$ cat src/hw/rtl/vector_integer_element_alu_top_macros.svh
// Assertion helpers for the vector integer element ALU.
// Both expect clk and arst_n in scope.
`ifndef VECTOR_INTEGER_ELEMENT_ALU_TOP_MACROS_SVH
`define VECTOR_INTEGER_ELEMENT_ALU_TOP_MACROS_SVH

// same-cycle implication
`define VEIA_ASSERT_NOW(name, ante, cons, msg) \
name: assert property (@(posedge clk) disable iff (!arst_n) (ante) |-> (cons)) \
	else $error(msg);

// next-cycle implication
`define VEIA_ASSERT_NEXT(name, ante, cons, msg) \
name: assert property (@(posedge clk) disable iff (!arst_n) (ante) |=> (cons)) \
	else $error(msg);

`endif

$ cat src/hw/rtl/veia_pkg.sv
`default_nettype none
package veia_pkg;

	localparam int XLEN       = 64;
	localparam int DIV_STAGES = XLEN;
	// stage at which the multiplier result is ready, and the final stage
	localparam int MUL_DONE   = 5;
	localparam int LAST_STAGE = DIV_STAGES + 3;

	localparam logic [4:0] OP_ADD    = 5'd0;
	localparam logic [4:0] OP_SUB    = 5'd1;
	localparam logic [4:0] OP_RSUB   = 5'd2;
	localparam logic [4:0] OP_AND    = 5'd3;
	localparam logic [4:0] OP_OR     = 5'd4;
	localparam logic [4:0] OP_XOR    = 5'd5;
	localparam logic [4:0] OP_SLL    = 5'd6;
	localparam logic [4:0] OP_SRL    = 5'd7;
	localparam logic [4:0] OP_SRA    = 5'd8;
	localparam logic [4:0] OP_MULHU  = 5'd9;
	localparam logic [4:0] OP_MUL    = 5'd10;
	localparam logic [4:0] OP_MULHSU = 5'd11;
	localparam logic [4:0] OP_MULH   = 5'd12;
	localparam logic [4:0] OP_MACC   = 5'd13;
	localparam logic [4:0] OP_NMSAC  = 5'd14;
	localparam logic [4:0] OP_MADD   = 5'd15;
	localparam logic [4:0] OP_NMSUB  = 5'd16;
	localparam logic [4:0] OP_DIVU   = 5'd17;
	localparam logic [4:0] OP_DIV    = 5'd18;
	localparam logic [4:0] OP_REMU   = 5'd19;
	localparam logic [4:0] OP_REM    = 5'd20;
	localparam logic [4:0] OP_MERGE  = 5'd21;
	localparam logic [4:0] OP_MSEQ   = 5'd22;
	localparam logic [4:0] OP_MSNE   = 5'd23;
	localparam logic [4:0] OP_MSLTU  = 5'd24;
	localparam logic [4:0] OP_MSLT   = 5'd25;
	localparam logic [4:0] OP_MSLEU  = 5'd26;
	localparam logic [4:0] OP_MSLE   = 5'd27;
	localparam logic [4:0] OP_MSGTU  = 5'd28;
	localparam logic [4:0] OP_MSGT   = 5'd29;

	typedef struct packed {
		logic [4:0]      mode;
		logic            signed_ops;
		logic [XLEN-1:0] operand_a;
		logic [XLEN-1:0] operand_b;
		logic [XLEN-1:0] old_dest;
		logic            mask_bit;
		logic            unmasked;
		logic            to_mask;
		logic            last_element;
	} item_t;

	typedef struct packed {
		logic            write_enable;
		logic [XLEN-1:0] result_value;
		logic            is_mask_result;
		logic            last;
	} res_t;

	typedef struct packed {
		logic            valid;
		logic [4:0]      mode;
		logic            mask_bit;
		logic            unmasked;
		logic            to_mask;
		logic            last;
		logic [XLEN-1:0] early;
	} side_t;

	typedef struct packed {
		logic high;
		logic neg_prod;
		logic fix_signed;
	} mul_cmd_t;

	typedef struct packed {
		logic signed_op;
		logic want_rem;
	} div_cmd_t;

	function automatic logic is_mul_op(input logic [4:0] m);
		return (m >= OP_MULHU) && (m <= OP_NMSUB);
	endfunction

	function automatic logic is_div_op(input logic [4:0] m);
		return (m >= OP_DIVU) && (m <= OP_REM);
	endfunction

endpackage
`default_nettype wire

$ cat src/hw/rtl/veia_obuf.sv
`default_nettype none
module veia_obuf (
	input  wire                 clk,
	input  wire                 arst_n,
	input  wire                 push,
	input  veia_pkg::res_t      push_data,
	input  wire                 pop,
	output logic                valid,
	output veia_pkg::res_t      data,
	output logic                full
);
	import veia_pkg::*;

	res_t       mem_q [2];
	logic [1:0] count_q;
	logic       wr_q, rd_q;
	logic       do_pop;

	assign valid  = count_q != 2'd0;
	assign full   = count_q == 2'd2;
	assign do_pop = pop & valid;
	assign data   = mem_q[rd_q];

	always_ff @(posedge clk or negedge arst_n) begin
		if (!arst_n) begin
			count_q <= 2'd0;
			wr_q    <= 1'b0;
			rd_q    <= 1'b0;
		end else begin
			if (push)   wr_q <= ~wr_q;
			if (do_pop) rd_q <= ~rd_q;
			count_q <= count_q + 2'(push) - 2'(do_pop);
		end
	end

	always_ff @(posedge clk) begin
		if (push) mem_q[wr_q] <= push_data;
	end

endmodule
`default_nettype wire

$ cat config.mk
export PLATFORM = sky130hd
export DESIGN_NAME = veia_obuf
export DESIGN_NICKNAME = d
export VERILOG_FILES = /design/src/hw/rtl/vector_integer_element_alu_top_macros.svh /design/src/hw/rtl/veia_pkg.sv /design/src/hw/rtl/veia_obuf.sv
export SDC_FILE = /design/constraint.sdc
export NUM_CORES = 1
export LEC_CHECK = 0
export BUFFER_PORTS_ARGS = -buffer_cell sky130_fd_sc_hd__buf_4
export CAP_MARGIN = 20
export CELL_PAD_IN_SITES_DETAIL_PLACEMENT = 1
export CELL_PAD_IN_SITES_GLOBAL_PLACEMENT = 2
export CORE_ASPECT_RATIO = 0.6
export CORE_MARGIN = 2
export CORE_UTILIZATION = 38
export CTS_CLUSTER_DIAMETER = 40
export CTS_CLUSTER_SIZE = 10
export DETAILED_ROUTE_END_ITERATION = 8
export MAX_ROUTING_LAYER = met4
export PLACE_DENSITY = 0.84
export SYNTH_ARGS = -nofsm -noshare
export SYNTH_HDL_FRONTEND = slang
export SYNTH_SLANG_ARGS = --single-unit
export TNS_END_PERCENT = 30
$ cat constraint.sdc
create_clock -name clk -period 5.4 [get_ports clk]
set_input_delay 0.54 -clock clk [delete_from_list [all_inputs] [get_ports clk]]
set_output_delay 0.54 -clock clk [all_outputs]
set_load 0.01 [all_outputs]
* Yosys cells after proc, flatten, opt, wreduce, memory -nomap -nowiden *
Memories as Yosys holds them, arrays and structs flattened.
Index checks and enable logic that the tools add are counted.

word-level totals
  bits in registers = 4
  memory bits (writable) = 134
  output and inout bits = 69
  word-level logic and storage cells = 13
  memories = 1

memory list
  name   words  width  read ports  clocked after memory_dff  wr ports  line             text
  mem_q  2      67     1           0                         1         veia_obuf.sv:14  res_t mem_q [2];

operators by class
  $add $sub $neg = 2
  eq/ne operators = 1
  muxes and demuxes = 2
  bitwise gates (word level) = 3
  reductions and logical operators = 1

operator list
  operator              number
  $add A2 B1 Y2         1
  $eq A2 B2 Y1 const B  1
  $mux W1               2
  $not A1 Y1            2
  $reduce_bool A2 Y1    1
  $sub A2 B1 Y2         1
  $and A1 B1 Y1         1

* Depth between registers and ports, before layout *
Gate-level depths: netlist (run 1).

  depth after elaboration = 3
  depth in mapped cells = 6
  gate-level depth less buffers = 6

* Least setup slack after synthesis (run 1) *
No wires, ideal clock.

  path kind = input port to flip-flop
  from = in push
  to = mem mem_q[0][0] (netlist name), enable pin
  arrival time = 3,483 ps
  slack = 1,417 ps
  cell stages on the path = 1
  path through = nor2b_1

between the ends
  cells in the longest elaborated chain, start to end = 2

RTL lines
  what                           line             text
  start: declaration             veia_obuf.sv:5   input wire push,
  $mux W1                        veia_obuf.sv:37  if (push) mem_q[wr_q] <= push_data;
  $mux W1 (not written as such)  veia_obuf.sv:37
  end: declaration               veia_obuf.sv:14

Every way passes these cells.

==> summary.md, run 1 <==
| Metric | Value |
|---|---|
| Yosys cell types | `15` |
| Mux contribution to synthesized area | `between 10% and 20%` |
| Area leader, netlist | `edfxtp_1` |
| Crit path capture | `data[12]` |
| Final Net Count | `~450` |
| Post-CTS setup buffers | `0` |
| Slew margin rel. | `30.02%` |
| Core Area | `~13,000 um2` |
| Largest net degree at the start of global routing | `a little under 70` |
| Drt total wl | `approximately 10 mm` |
| Setup crit end kind | `output port` |
| HPWL Detailed | `around 6.5 mm` |
| Pins over their slew limit | `0` |
| Mean Syn Cell Area | `22.68 um2` |
| Top post-synthesis cells by count | `edfxtp_1 (134), mux2_2 (47), mux2_4 (20)` |
| Worst Path Required | `between 4 and 5 ns` |
| Syn Inst Count | `about 230` |
| Non-Filler Instances | `561` |
| Drt first-iter violations | `between 100 and 150` |
| Ys Warns | `0` |
| Share of layout cells above drive strength 1 | `~61%` |
| Synth Register Bits | `about 140` |
| Register area share after synthesis | `about four fifths` |
| Synth top area share | `between 70% and 80%` |
| Xor-xnor portion of the synthesized cell area | `less than 1%` |
| Startpoint types | `flip-flop` |
| Post-Synth Simple-Gate Area | `less than 1%` |
| Arrival @ worst endpoint | `around 2.2 ns` |
| DR WL/cell | `18.20 um` |
| HP Class | `input port to flip-flop` |
| Worst r2r path cells | `2` |
| Setup TNS | `0 ns` |
| Count leader, synth | `edfxtp_1` |
| Reg2Reg Setup Slack | `between 3 and 4 ns` |
| Clock Latency Late Sink | `0.40 ns` |
| Final hold violations | `0` |
| Root buffer cell | `clkbuf_16` |
| Placed instance count | `between 500 and 600` |
| Clock Tree Buf Depth | `2` |
| H-tree level count | `4` |
| CTS tree | `done` |
| Unrepaired setup endpoints after global routing | `no` |
| Vias per cell | `between 4 and 5` |
| Crit path kind | `flip-flop to output port` |
| Worst-case vdd ir drop | `249.4 uV` |
| Io pins | `between 100 and 150` |
| First-pass GRT wire length | `between 15 and 20 mm` |
| LEAKAGE | `about 2.7 nW` |
| Total die area | `14,470 um2` |
| Largest family of logic cells by synthesized area | `multiplexers` |
| Clock-pin slew on the worst setup and hold paths | `roughly 0.060 ns` |
| Post-route ant nets | `0` |
| Total vias in the final route | `between 2,000 and 3,000` |
| Adder-cell share of the synthesized area | `less than 1%` |
| Post-synth EDFFs | `roughly 130` |
| Initial Util | `around two fifths` |
| Crit-path cells | `mux2_2, buf_4` |
| Status | `finished, final reports clean` |
| Die H | `~94 um` |
| Final core utilization | `53.52%` |
| CP max stage delay | `about 1.1 ns` |
| DR pass1 iterations | `4` |
| GRT Total Usage | `between 10% and 20%` |
| Period Utilization, post-route | `approximately 50%` |
| Mapped Nets | `299` |
| CP Max Fanout | `68` |
| Die W | `about 150 um` |
| Crit Reg-Reg Endpoint | `mem_q[0][56]` |
| # setup viols final | `0` |
| Vias in the first global route | `2,793` |
| Top post-synthesis cells by area | `edfxtp_1 (78%), mux2_2 (10%), mux2_4 (5.9%)` |
| Reg2Reg Launch Point | `wr_q` |
| Syn-to-layout area delta | `35.86%` |
| Startpoint of the worst hold path | `push_data[31]` |
| CP max-delay cell | `dfrtp_4` |
| Post-synthesis compound-gate area fraction | `less than 1%` |
| Final clock skew | `slightly below 0.008 ns` |
| Synthesized area | `5126 um2` |
| Fin crit period | `roughly 2.7 ns` |
| Slew of the pin with the lowest slew margin | `about 1.0 ns` |
| Asr flop ratio synth | `roughly 2.9%` |
| Inserted Diodes | `0` |
| Cell Rows | `32` |
| Initial antenna violation count | `0` |
| DRC viols | `0` |
| Worst Setup SP | `rd_q` |
| GP Congestion | `slightly above 0.7` |
| Clk sinks | `~140` |
| Post-CTS resize count | `0` |
| Synth Flop Type | `edfxtp_1` |
| Gr ovfl total | `0` |
| Max Fclk | `between 0.3 and 0.4 GHz` |
| CTS buffer count | `17` |
| P per Cell Area | `roughly 550 nW/um2` |
| # port buffers | `~140` |
| Max Cap Violations | `0` |
[worst min-delay path by stage]
stage	to	slack, ns	cells after the start
6_report	mem_q[0][31]	0.32	1
5_1_grt	mem_q[1][44]	0.29	1
4_1_cts	mem_q[1][29]	0.29	1
3_5_place_dp	count_q[0]	0.34	1
3_3_place_gp	wr_q	0.34	1
2_1_floorplan	count_q[0]	0.24	0
[layer usage]
layer	share of wire [%]	global-route usage, %
met1	45	19.24
met2	46	22.80
met3	8.2	6.227
met4	1.1	6.075
met5	0	-
[power breakdown]
| group | total [mW] | internal (mW) | switching [mW] |
|---|---|---|---|
| sequential | 1.60 | 1.43 | 0.171 |
| combinational | 1.01 | 0.593 | 0.421 |
| clock | 1.21 | 0.775 | 0.438 |
[kinds of logic (layout without fill, tap and decap cells)]
family,Yosys count,after routing
DFF,138,138
muxes,67,67
buffers and inverters,10,175
xor gates and xnor gates,4,4
and+or+nand+nor,4,4
adders and majority gates,2,2
AOI/OAI and AO/OA,1,1
[per-stage QoR]
step | total power [mW] | worst slack [ns] | hold slack (ns) | instance area, um2
floorplan | 2.185 | 1.417 | 0.2444 | 5126
global placement | 2.624 | 2.943 | 0.3384 | 6331
detailed placement | 2.658 | 2.894 | 0.3401 | 6331
CTS | 3.891 | 2.655 | 0.2930 | 6964
global route | 4.007 | 2.587 | 0.2945 | 6964
finish | 3.825 | 2.712 | 0.3152 | 6964
[flip-flops by register name (all words and copies together), names as in the netlist]
| register | cells |
|---|---|
| wr_q | 1 |
| count_q | 2 |
| mem_q | 134 |
| rd_q | 1 |
[critical path: cells and delay by family, from the launching register on]
kind | cells | cell delay, ns
flops | 1 | 1.12
mux | 1 | 0.45
buf+inv | 1 | 0.15
[cell usage in the layout, fill, tap and decap left out, drive strengths merged]
| cell type | Yosys | final |
|---|---|---|
| and2 | 1 | 1 |
| buf | 8 | 140 |
| bufinv | 0 | 4 |
| clkbuf | 0 | 18 |
| clkinv | 0 | 4 |
| clkinvlp | 0 | 3 |
| dfrtp | 4 | 4 |
| dlygate4sd3 | 0 | 1 |
| edfxtp | 134 | 134 |
| ha | 2 | 2 |
| inv | 2 | 5 |
| mux2 | 67 | 67 |
| nor2b | 2 | 2 |
| o21a | 1 | 1 |
| or2 | 1 | 1 |
| xnor2 | 2 | 2 |
| xor2 | 2 | 2 |
[repair_timing]
item / CTS / global route
setup endpoints to repair: 0 / 0
hold buffers: 1 / 0
hold endpoints to repair: 4 / 0
[cell type report]
cell class / instances / area [um2]
fill: 1187 / 6048
inverter: 2 / 7.507
clock inverter: 14 / 193.9
clock buffer: 18 / 429.2
timing repair buffer: 141 / 1061
tap: 170 / 212.7
sequential: 138 / 4128
multi-input combinational: 78 / 932.1
(Power assumes the default switching activity.)
==> inputs of run 2 (changes only) <==
--- a/config.mk
+++ b/config.mk
@@ -11,12 +11,12 @@
 export CELL_PAD_IN_SITES_GLOBAL_PLACEMENT = 2
 export CORE_ASPECT_RATIO = 0.6
 export CORE_MARGIN = 2
-export CORE_UTILIZATION = 38
+export CORE_UTILIZATION = 34
 export CTS_CLUSTER_DIAMETER = 40
 export CTS_CLUSTER_SIZE = 10
 export DETAILED_ROUTE_END_ITERATION = 8
 export MAX_ROUTING_LAYER = met4
-export PLACE_DENSITY = 0.84
+export PLACE_DENSITY = 0.79
 export SYNTH_ARGS = -nofsm -noshare
 export SYNTH_HDL_FRONTEND = slang
 export SYNTH_SLANG_ARGS = --single-unit
==> constraint.sdc (replaced) <==
create_clock -name clk -period 2.3 [get_ports clk]
set_input_delay 0.23 -clock clk [delete_from_list [all_inputs] [get_ports clk]]
set_output_delay 0.23 -clock clk [all_outputs]
set_load 0.01 [all_outputs]
==> run 2 against run 1 <==
  * Register-to-register slack got worse by 2.5 ns
  * Critical endpoint is now data[1]
  * First-iteration DRC count increased by 24%
  * Global-route usage about the same
  * Clock skew about the same
  * Wire length increased by 14%
  * Setup slack got worse by 2.5 ns
  * Worst hold slack got worse by 0.30 ns
==> summary.md, run 2 (synthesized netlist as in run 1, its figures left out) <==
| Metric | Value |
|---|---|
| CTS tree | `done (unchanged)` |
| Period Utilization, post-route | `92.01%` |
| Clk network pwr share | `32.8% (was 31.7%)` |
| Vias per cell | `4.318 (was 4.613)` |
| Post-route ant nets | `0 (unchanged)` |
| Inserted Diodes | `0 (unchanged)` |
| Core Area | `14,590 um2 (was 13,010 um2)` |
| HPWL Detailed | `7.166 mm (was 6.461 mm)` |
| Total vias in the final route | `2,837 (was 2,588)` |
| Largest net degree at the start of global routing | `43 (was 69)` |
| Worst path bufs/invs | `2 (was 1)` |
| Arrival @ worst endpoint | `1.89 ns (was 2.15 ns)` |
| Syn-to-layout area delta | `50.79% (was 35.86%)` |
| Slew margin rel. | `59.06% (was 30.02%)` |
| Worst-case vdd ir drop | `572.4 uV (was 249.4 uV)` |
| Io pins | `140 (unchanged)` |
| Final hold violations | `0 (unchanged)` |
| Delay-heaviest family, CP | `flip-flops (unchanged)` |
| Reg area | `4128 um2 (unchanged)` |
| CP max stage delay | `0.62 ns (was 1.12 ns)` |
| P per Cell Area | `1219 nW/um2 (was 549.2 nW/um2)` |
| Worst r2r path cells | `6 (was 2)` |
| Clock Latency Late Sink | `0.41 ns (was 0.40 ns)` |
| Final Power | `9.419 mW (was 3.825 mW)` |
| P_int | `6.902 mW (was 2.795 mW)` |
| Max Fclk | `between 0.4 and 0.5 GHz` |
| Clock-pin slew on the worst setup and hold paths | `0.06 ns (about the same)` |
| Clk sinks | `138 (unchanged)` |
| First-pass GRT wire length | `17.87 mm (was 15.73 mm)` |
| Vias in the first global route | `3,165 (was 2,793)` |
| Startpoint of the worst hold path | `push_data[12] (was push_data[31])` |
| Power share of the combinational group | `29.3% (was 26.5%)` |
| Gr ovfl total | `0 (unchanged)` |
| Max Cap Violations | `0 (unchanged)` |
| Crit-path cells | `buf_4, mux2_2, buf_4 (was mux2_2, buf_4)` |
| LEAKAGE | `3.002 nW (was 2.679 nW)` |
| # port buffers | `139 (unchanged)` |
| Final clock skew | `0.007914 ns (was 0.007776 ns)` |
| Die W | `162.5 um (was 153.9 um)` |
| Net Sw Frac | `26.73% (was 26.93%)` |
| WP depth | `3 (was 2)` |
| HP Class | `input port to flip-flop (unchanged)` |
| Share of layout cells above drive strength 1 | `53.59% (was 61.38%)` |
| CTS buffer count | `17 (unchanged)` |
| Startpoint types | `flip-flop (unchanged)` |
| DR WL/cell | `17.71 um (was 18.20 um)` |
| Placed instance count | `561 (was 528)` |
| Biggest register | `mem_q (unchanged)` |
| Endpoint, Worst Hold | `mem_q[1][12] (was mem_q[0][31])` |
| DR pass1 iterations | `4 (unchanged)` |
| Die H | `99.11 um (was 93.97 um)` |
| Drt total wl | `11.64 mm (was 10.21 mm)` |
| DRC viols | `0 (unchanged)` |
| Non-Filler Instances | `657 (was 561)` |
| Worst Path Required | `2.07 ns (was 4.86 ns)` |
| Pins over their slew limit | `0 (unchanged)` |
| Unrepaired setup endpoints after global routing | `no (unchanged)` |
| Clock Tree Buf Depth | `2 (unchanged)` |
| CP most frequent cell | `buf_4` |
| Worst Setup SP | `rd_q (unchanged)` |
| Initial antenna violation count | `0 (unchanged)` |
| Largest regs | `mem_q (134), count_q (2) (unchanged)` |
| NetSw | `2.517 mW (was 1.030 mW)` |
| Drt first-iter violations | `145 (was 117)` |
| Hold Path Depth | `1 (unchanged)` |
| CP max-delay cell | `dfrtp_4 (unchanged)` |
| Cell Rows | `34 (was 32)` |
| Multi-input logic area | `932.1 um2 (unchanged)` |
| # setup viols final | `0 (unchanged)` |
| Post-CTS setup buffers | `0 (unchanged)` |
| Setup crit end kind | `output port (unchanged)` |
| Fin crit period | `between 2 and 2.5 ns` |
| Status | `finished, final reports clean (unchanged)` |
| GRT Total Usage | `15.46% (about the same)` |
| CP Max Fanout | `20 (was 68)` |
| Total die area | `16,110 um2 (was 14,470 um2)` |
| Reg2Reg Launch Point | `count_q[1] (was wr_q)` |
| Root buffer cell | `clkbuf_16 (unchanged)` |
| Crit Reg-Reg Endpoint | `count_q[1] (was mem_q[0][56])` |
| H-tree level count | `4 (unchanged)` |
| GP Congestion | `0.7648 (was 0.7163)` |
| Fillcell total | `1,336 (was 1,187)` |
| Crit path kind | `flip-flop to output port (unchanged)` |
| Slew of the pin with the lowest slew margin | `0.6142 ns (was 1.050 ns)` |
| Final Net Count | `519 (was 451)` |
| Commonest non-fill, non-tap cell in the layout | `buf_4 (unchanged)` |
| Most frequent cells in the layout | `buf_4 (144), edfxtp_1 (134), dlygate4sd3_1 (64) (was buf_4 (140), edfxtp_1 (134), mux2_2 (47))` |
| Reg2Reg Setup Slack | `0.74 ns (was 3.20 ns)` |
| Initial Util | `35.13% (was 39.39%)` |
| Seq pwr share | `37.9% (was 41.8%)` |
| Max FFs per register | `134 (unchanged)` |
run 2: cell types whose count changed in the layout (fill, tap and decap cells not counted):
cell and change:
bufinv_16 +2, buf_4 +4, dlygate4sd3_1 +63, clkinvlp_4 -2
clkinv_4 +2, clkinv_1 -1, inv_6 -1, buf_12 +1
run 2: timing repair:
action | in CTS | in global routing
endpoints found under the hold margin | 122 | 3
gates resized for setup | 0 | 0
hold buffers | 62 | 2
run 2: area by class of cell:
cell class / count / share of cell area, %
tap: 198 / 3.205
sequential: 138 / 53.40
clock inverter: 14 / 3.156
multi-input combinational: 78 / 12.06
timing repair buffer: 209 / 22.53
inverter: 2 / 0.09712
clock buffer: 18 / 5.552
run 2: worst max-delay path by stage:
stage	to	slack, ns
after floorplan	mem_q[1][0]	-0.13
after global placement	data[8]	0.60
after detailed placement	data[8]	0.59
after CTS	data[8]	0.14
after global routing	data[1]	0.08
final	data[1]	0.18
run 2: power groups by stage:
stage	sequential [mW]	clock [mW]	combinational, mW
2_1_floorplan	3.50	0	1.62
3_3_place_gp	3.59	0	2.67
3_5_place_dp	3.62	0	2.70
4_1_cts	3.58	3.16	2.81
5_1_grt	3.63	3.26	2.95
6_report	3.57	3.09	2.76
run 2: metal layers:
metal | vias up | wire length [um] | GRT usage (%)
met4 | 0 | 112 | 4.084
met1 | 1391 | 5336 | 19.59
met2 | 98 | 5365 | 23.37
met3 | 16 | 823 | 6.088
li1 | 1332 | - | -
met5 | - | 0 | -
run 2: worst register-to-register path: cells and delay by family (launching register included):
kind / cells / cell delay (ns)
fa+ha+maj: 2 / 0.47
flops: 1 / 0.43
xor+xnor: 2 / 0.31
compound gates: 1 / 0.23
buf+inv: 1 / 0.04
run 2: through the flow:
stage | setup slack, ns | hold WS (ns) | TNS (ns) | utilization, % | instance area [um2]
6_report | 0.1838 | 0.01964 | 0 | 52.98 | 7730
4_1_cts | 0.1371 | 0.0002006 | 0 | 52.84 | 7710
3_3_place_gp | 0.6012 | 0.03085 | 0 | 43.97 | 6416
3_5_place_dp | 0.5913 | 0.02889 | 0 | 43.97 | 6416
5_1_grt | 0.08364 | 0.0002005 | 0 | 52.98 | 7730
2_1_floorplan | -0.1313 | -0.06559 | -8.795 | - | 5134
==> inputs of run 3 (changes only) <==
--- a/config.mk
+++ b/config.mk
@@ -10,7 +10,6 @@
 export CELL_PAD_IN_SITES_DETAIL_PLACEMENT = 1
 export CELL_PAD_IN_SITES_GLOBAL_PLACEMENT = 2
 export CORE_ASPECT_RATIO = 0.6
-export CORE_MARGIN = 2
 export CORE_UTILIZATION = 34
 export CTS_CLUSTER_DIAMETER = 40
 export CTS_CLUSTER_SIZE = 10
==> run 3 against run 2 <==
  * Wire length shrank 7.7%
  * Total power shrank 2.8%
  * Setup slack gained 0.036 ns
  * Clock-buffer cell count grew 1
  * Largest cell class unchanged
==> summary.md, run 3 (synthesized netlist as in run 1, its figures left out) <==
| Metric | Value |
|---|---|
| Status | `finished, final reports clean (unchanged)` |
| Die H | `97.11 um (was 99.11 um)` |
| Biggest register | `mem_q (unchanged)` |
| P per Cell Area | `1204 nW/um2 (was 1219 nW/um2)` |
| Total vias in the final route | `2,852 (was 2,837)` |
| Worst-case vdd ir drop | `486.0 uV (was 572.4 uV)` |
| Clk sinks | `138 (unchanged)` |
| CP Max Fanout | `22 (was 20)` |
| DR WL/cell | `16.58 um (was 17.71 um)` |
| Startpoint types | `flip-flop (unchanged)` |
| GP Congestion | `0.7165 (was 0.7648)` |
| Worst hold slack | `0.01726 ns (was 0.01964 ns)` |
| Largest net degree at the start of global routing | `42 (was 43)` |
| Reg2Reg Setup Slack | `0.77 ns (was 0.74 ns)` |
| Io pins | `140 (unchanged)` |
| Largest regs | `mem_q (134), count_q (2) (unchanged)` |
| Slew of the pin with the lowest slew margin | `0.5827 ns (was 0.6142 ns)` |
| Crit path kind | `flip-flop to output port (unchanged)` |
| Commonest non-fill, non-tap cell in the layout | `buf_4 (unchanged)` |
| Syn-to-layout area delta | `48.30% (was 50.79%)` |
| Period Utilization, post-route | `90.43% (was 92.01%)` |
| H-tree level count | `4 (unchanged)` |
| Clock Latency Late Sink | `0.40 ns (was 0.41 ns)` |
| Max Cap Violations | `0 (unchanged)` |
| Root buffer cell | `clkbuf_16 (unchanged)` |
| Max FFs per register | `134 (unchanged)` |
| Post-route ant nets | `0 (unchanged)` |
| Pins over their slew limit | `0 (unchanged)` |
| CTS tree | `done (unchanged)` |
| Placed instance count | `561 (unchanged)` |
| Share of layout cells above drive strength 1 | `54.44% (was 53.59%)` |
| Slew margin rel. | `61.15% (was 59.06%)` |
| Post-CTS setup buffers | `0 (unchanged)` |
| Setup crit end kind | `output port (unchanged)` |
| Startpoint of the worst hold path | `push_data[15] (was push_data[12])` |
| Reg area | `4128 um2 (unchanged)` |
| Pre-CTS setup slack | `0.6503 ns (was 0.5913 ns)` |
| # setup viols final | `0 (unchanged)` |
| Drt total wl | `10.74 mm (was 11.64 mm)` |
| Reg2Reg Launch Point | `count_q[0] (was count_q[1])` |
| Drt first-iter violations | `145 (unchanged)` |
| LEAKAGE | `2.938 nW (was 3.002 nW)` |
| Post-CTS resize count | `0 (unchanged)` |
| Worst Setup SP | `rd_q (unchanged)` |
| Die W | `160.5 um (was 162.5 um)` |
| Gr ovfl total | `0 (unchanged)` |
| Fillcell total | `1,371 (was 1,336)` |
| GRT Total Usage | `14.89% (was 15.46%)` |
| Unrepaired setup endpoints after global routing | `no (unchanged)` |
| Core Area | `14,590 um2 (unchanged)` |
| Clock Tree Buf Depth | `2 (unchanged)` |
| Vias per cell | `4.401 (was 4.318)` |
| Arrival @ worst endpoint | `1.85 ns (was 1.89 ns)` |
| Initial Util | `35.13% (unchanged)` |
| Final hold violations | `0 (unchanged)` |
| Crit Reg-Reg Endpoint | `count_q[1] (unchanged)` |
| Non-Filler Instances | `648 (was 657)` |
| Fin crit period | `2.080 ns (was 2.116 ns)` |
| Setup TNS | `0 ns (unchanged)` |
| Initial antenna violation count | `0 (unchanged)` |
| HP Class | `input port to flip-flop (unchanged)` |
| CTS buffer count | `17 (unchanged)` |
| Worst Path Required | `2.07 ns (about the same)` |
| Cell Rows | `34 (unchanged)` |
| Hold Buf Count CTS | `49 (was 62)` |
| Total die area | `15,590 um2 (was 16,110 um2)` |
| First-pass GRT wire length | `16.89 mm (was 17.87 mm)` |
| Final core utilization | `52.10% (was 52.98%)` |
| Post-route setup slack | `0.2201 ns (was 0.1838 ns)` |
| Max Fclk | `0.4808 GHz (was 0.4725 GHz)` |
| HPWL Detailed | `6.765 mm (was 7.166 mm)` |
| Crit path capture | `data[9] (was data[1])` |
| Clock-pin slew on the worst setup and hold paths | `0.06 ns (about the same)` |
| Worst r2r path cells | `6 (unchanged)` |
| Multi-input logic area | `932.1 um2 (unchanged)` |
| Vias in the first global route | `3,172 (was 3,165)` |
| DRC viols | `0 (unchanged)` |
| Most frequent cells in the layout | `buf_4 (143), edfxtp_1 (134), dlygate4sd3_1 (55) (was buf_4 (144), edfxtp_1 (134), dlygate4sd3_1 (64))` |
| # port buffers | `139 (unchanged)` |
| Final Net Count | `510 (was 519)` |
| Inserted Diodes | `0 (unchanged)` |
| DR pass1 iterations | `4 (unchanged)` |
| Final clock skew | `0.007027 ns (was 0.007914 ns)` |
-- run 3: changes by cell type in the layout (fill, tap and decap cells not counted), sizes merged --
cell | previous run | this run
clkbuf | 18 | 19
inv | 4 | 6
bufinv | 6 | 4
clkinv | 5 | 2
dlygate4sd3 | 64 | 55
clkinvlp | 1 | 3
-- run 3: per-stage QoR --
step / area [um2] / power, mW
finish: 7602 / 9.156
global route: 7602 / 9.573
CTS: 7542 / 9.299
detailed placement: 6429 / 6.304
global placement: 6429 / 6.230
floorplan: 5134 / 5.115
-- run 3: area by class of cell --
| class | instances | area share [%] |
|---|---|---|
| sequential | 138 | 54.30 |
| multi-input combinational | 78 | 12.26 |
| clock inverter | 13 | 2.502 |
| tap | 198 | 3.259 |
| inverter | 2 | 0.09875 |
| timing repair buffer | 200 | 21.89 |
| clock buffer | 19 | 5.695 |
-- run 3: how the worst min path moves through the flow --
stage,cells past startpoint,end
after floorplan,0,count_q[0]
after global placement,1,rd_q
after global routing,1,mem_q[0][32]
after detailed placement,1,rd_q
after CTS,1,mem_q[1][7]
final,1,mem_q[1][15]
-- run 3: critical path: stages, from the launching register on --
cell and delay (ns):
dfrtp_4 0.54, buf_4 0.35, mux2_2 0.40, buf_4 0.15
-- run 3: metal layers --
layer	up-vias	part of all wire (%)	global-route usage, %
met5	-	0	-
met4	0	0.59	4.982
met3	8	4.6	3.927
met2	90	49	23.18
met1	1440	46	18.94
li1	1314	-	-
-- run 3: report_power, final --
part | leakage [nW] | internal [mW] | switching, mW
clock network | 0.293 | 1.83 | 1.04
logic | 1.34 | 1.51 | 1.25
registers | 1.30 | 3.35 | 0.179
total | 2.94 | 6.68 | 2.47
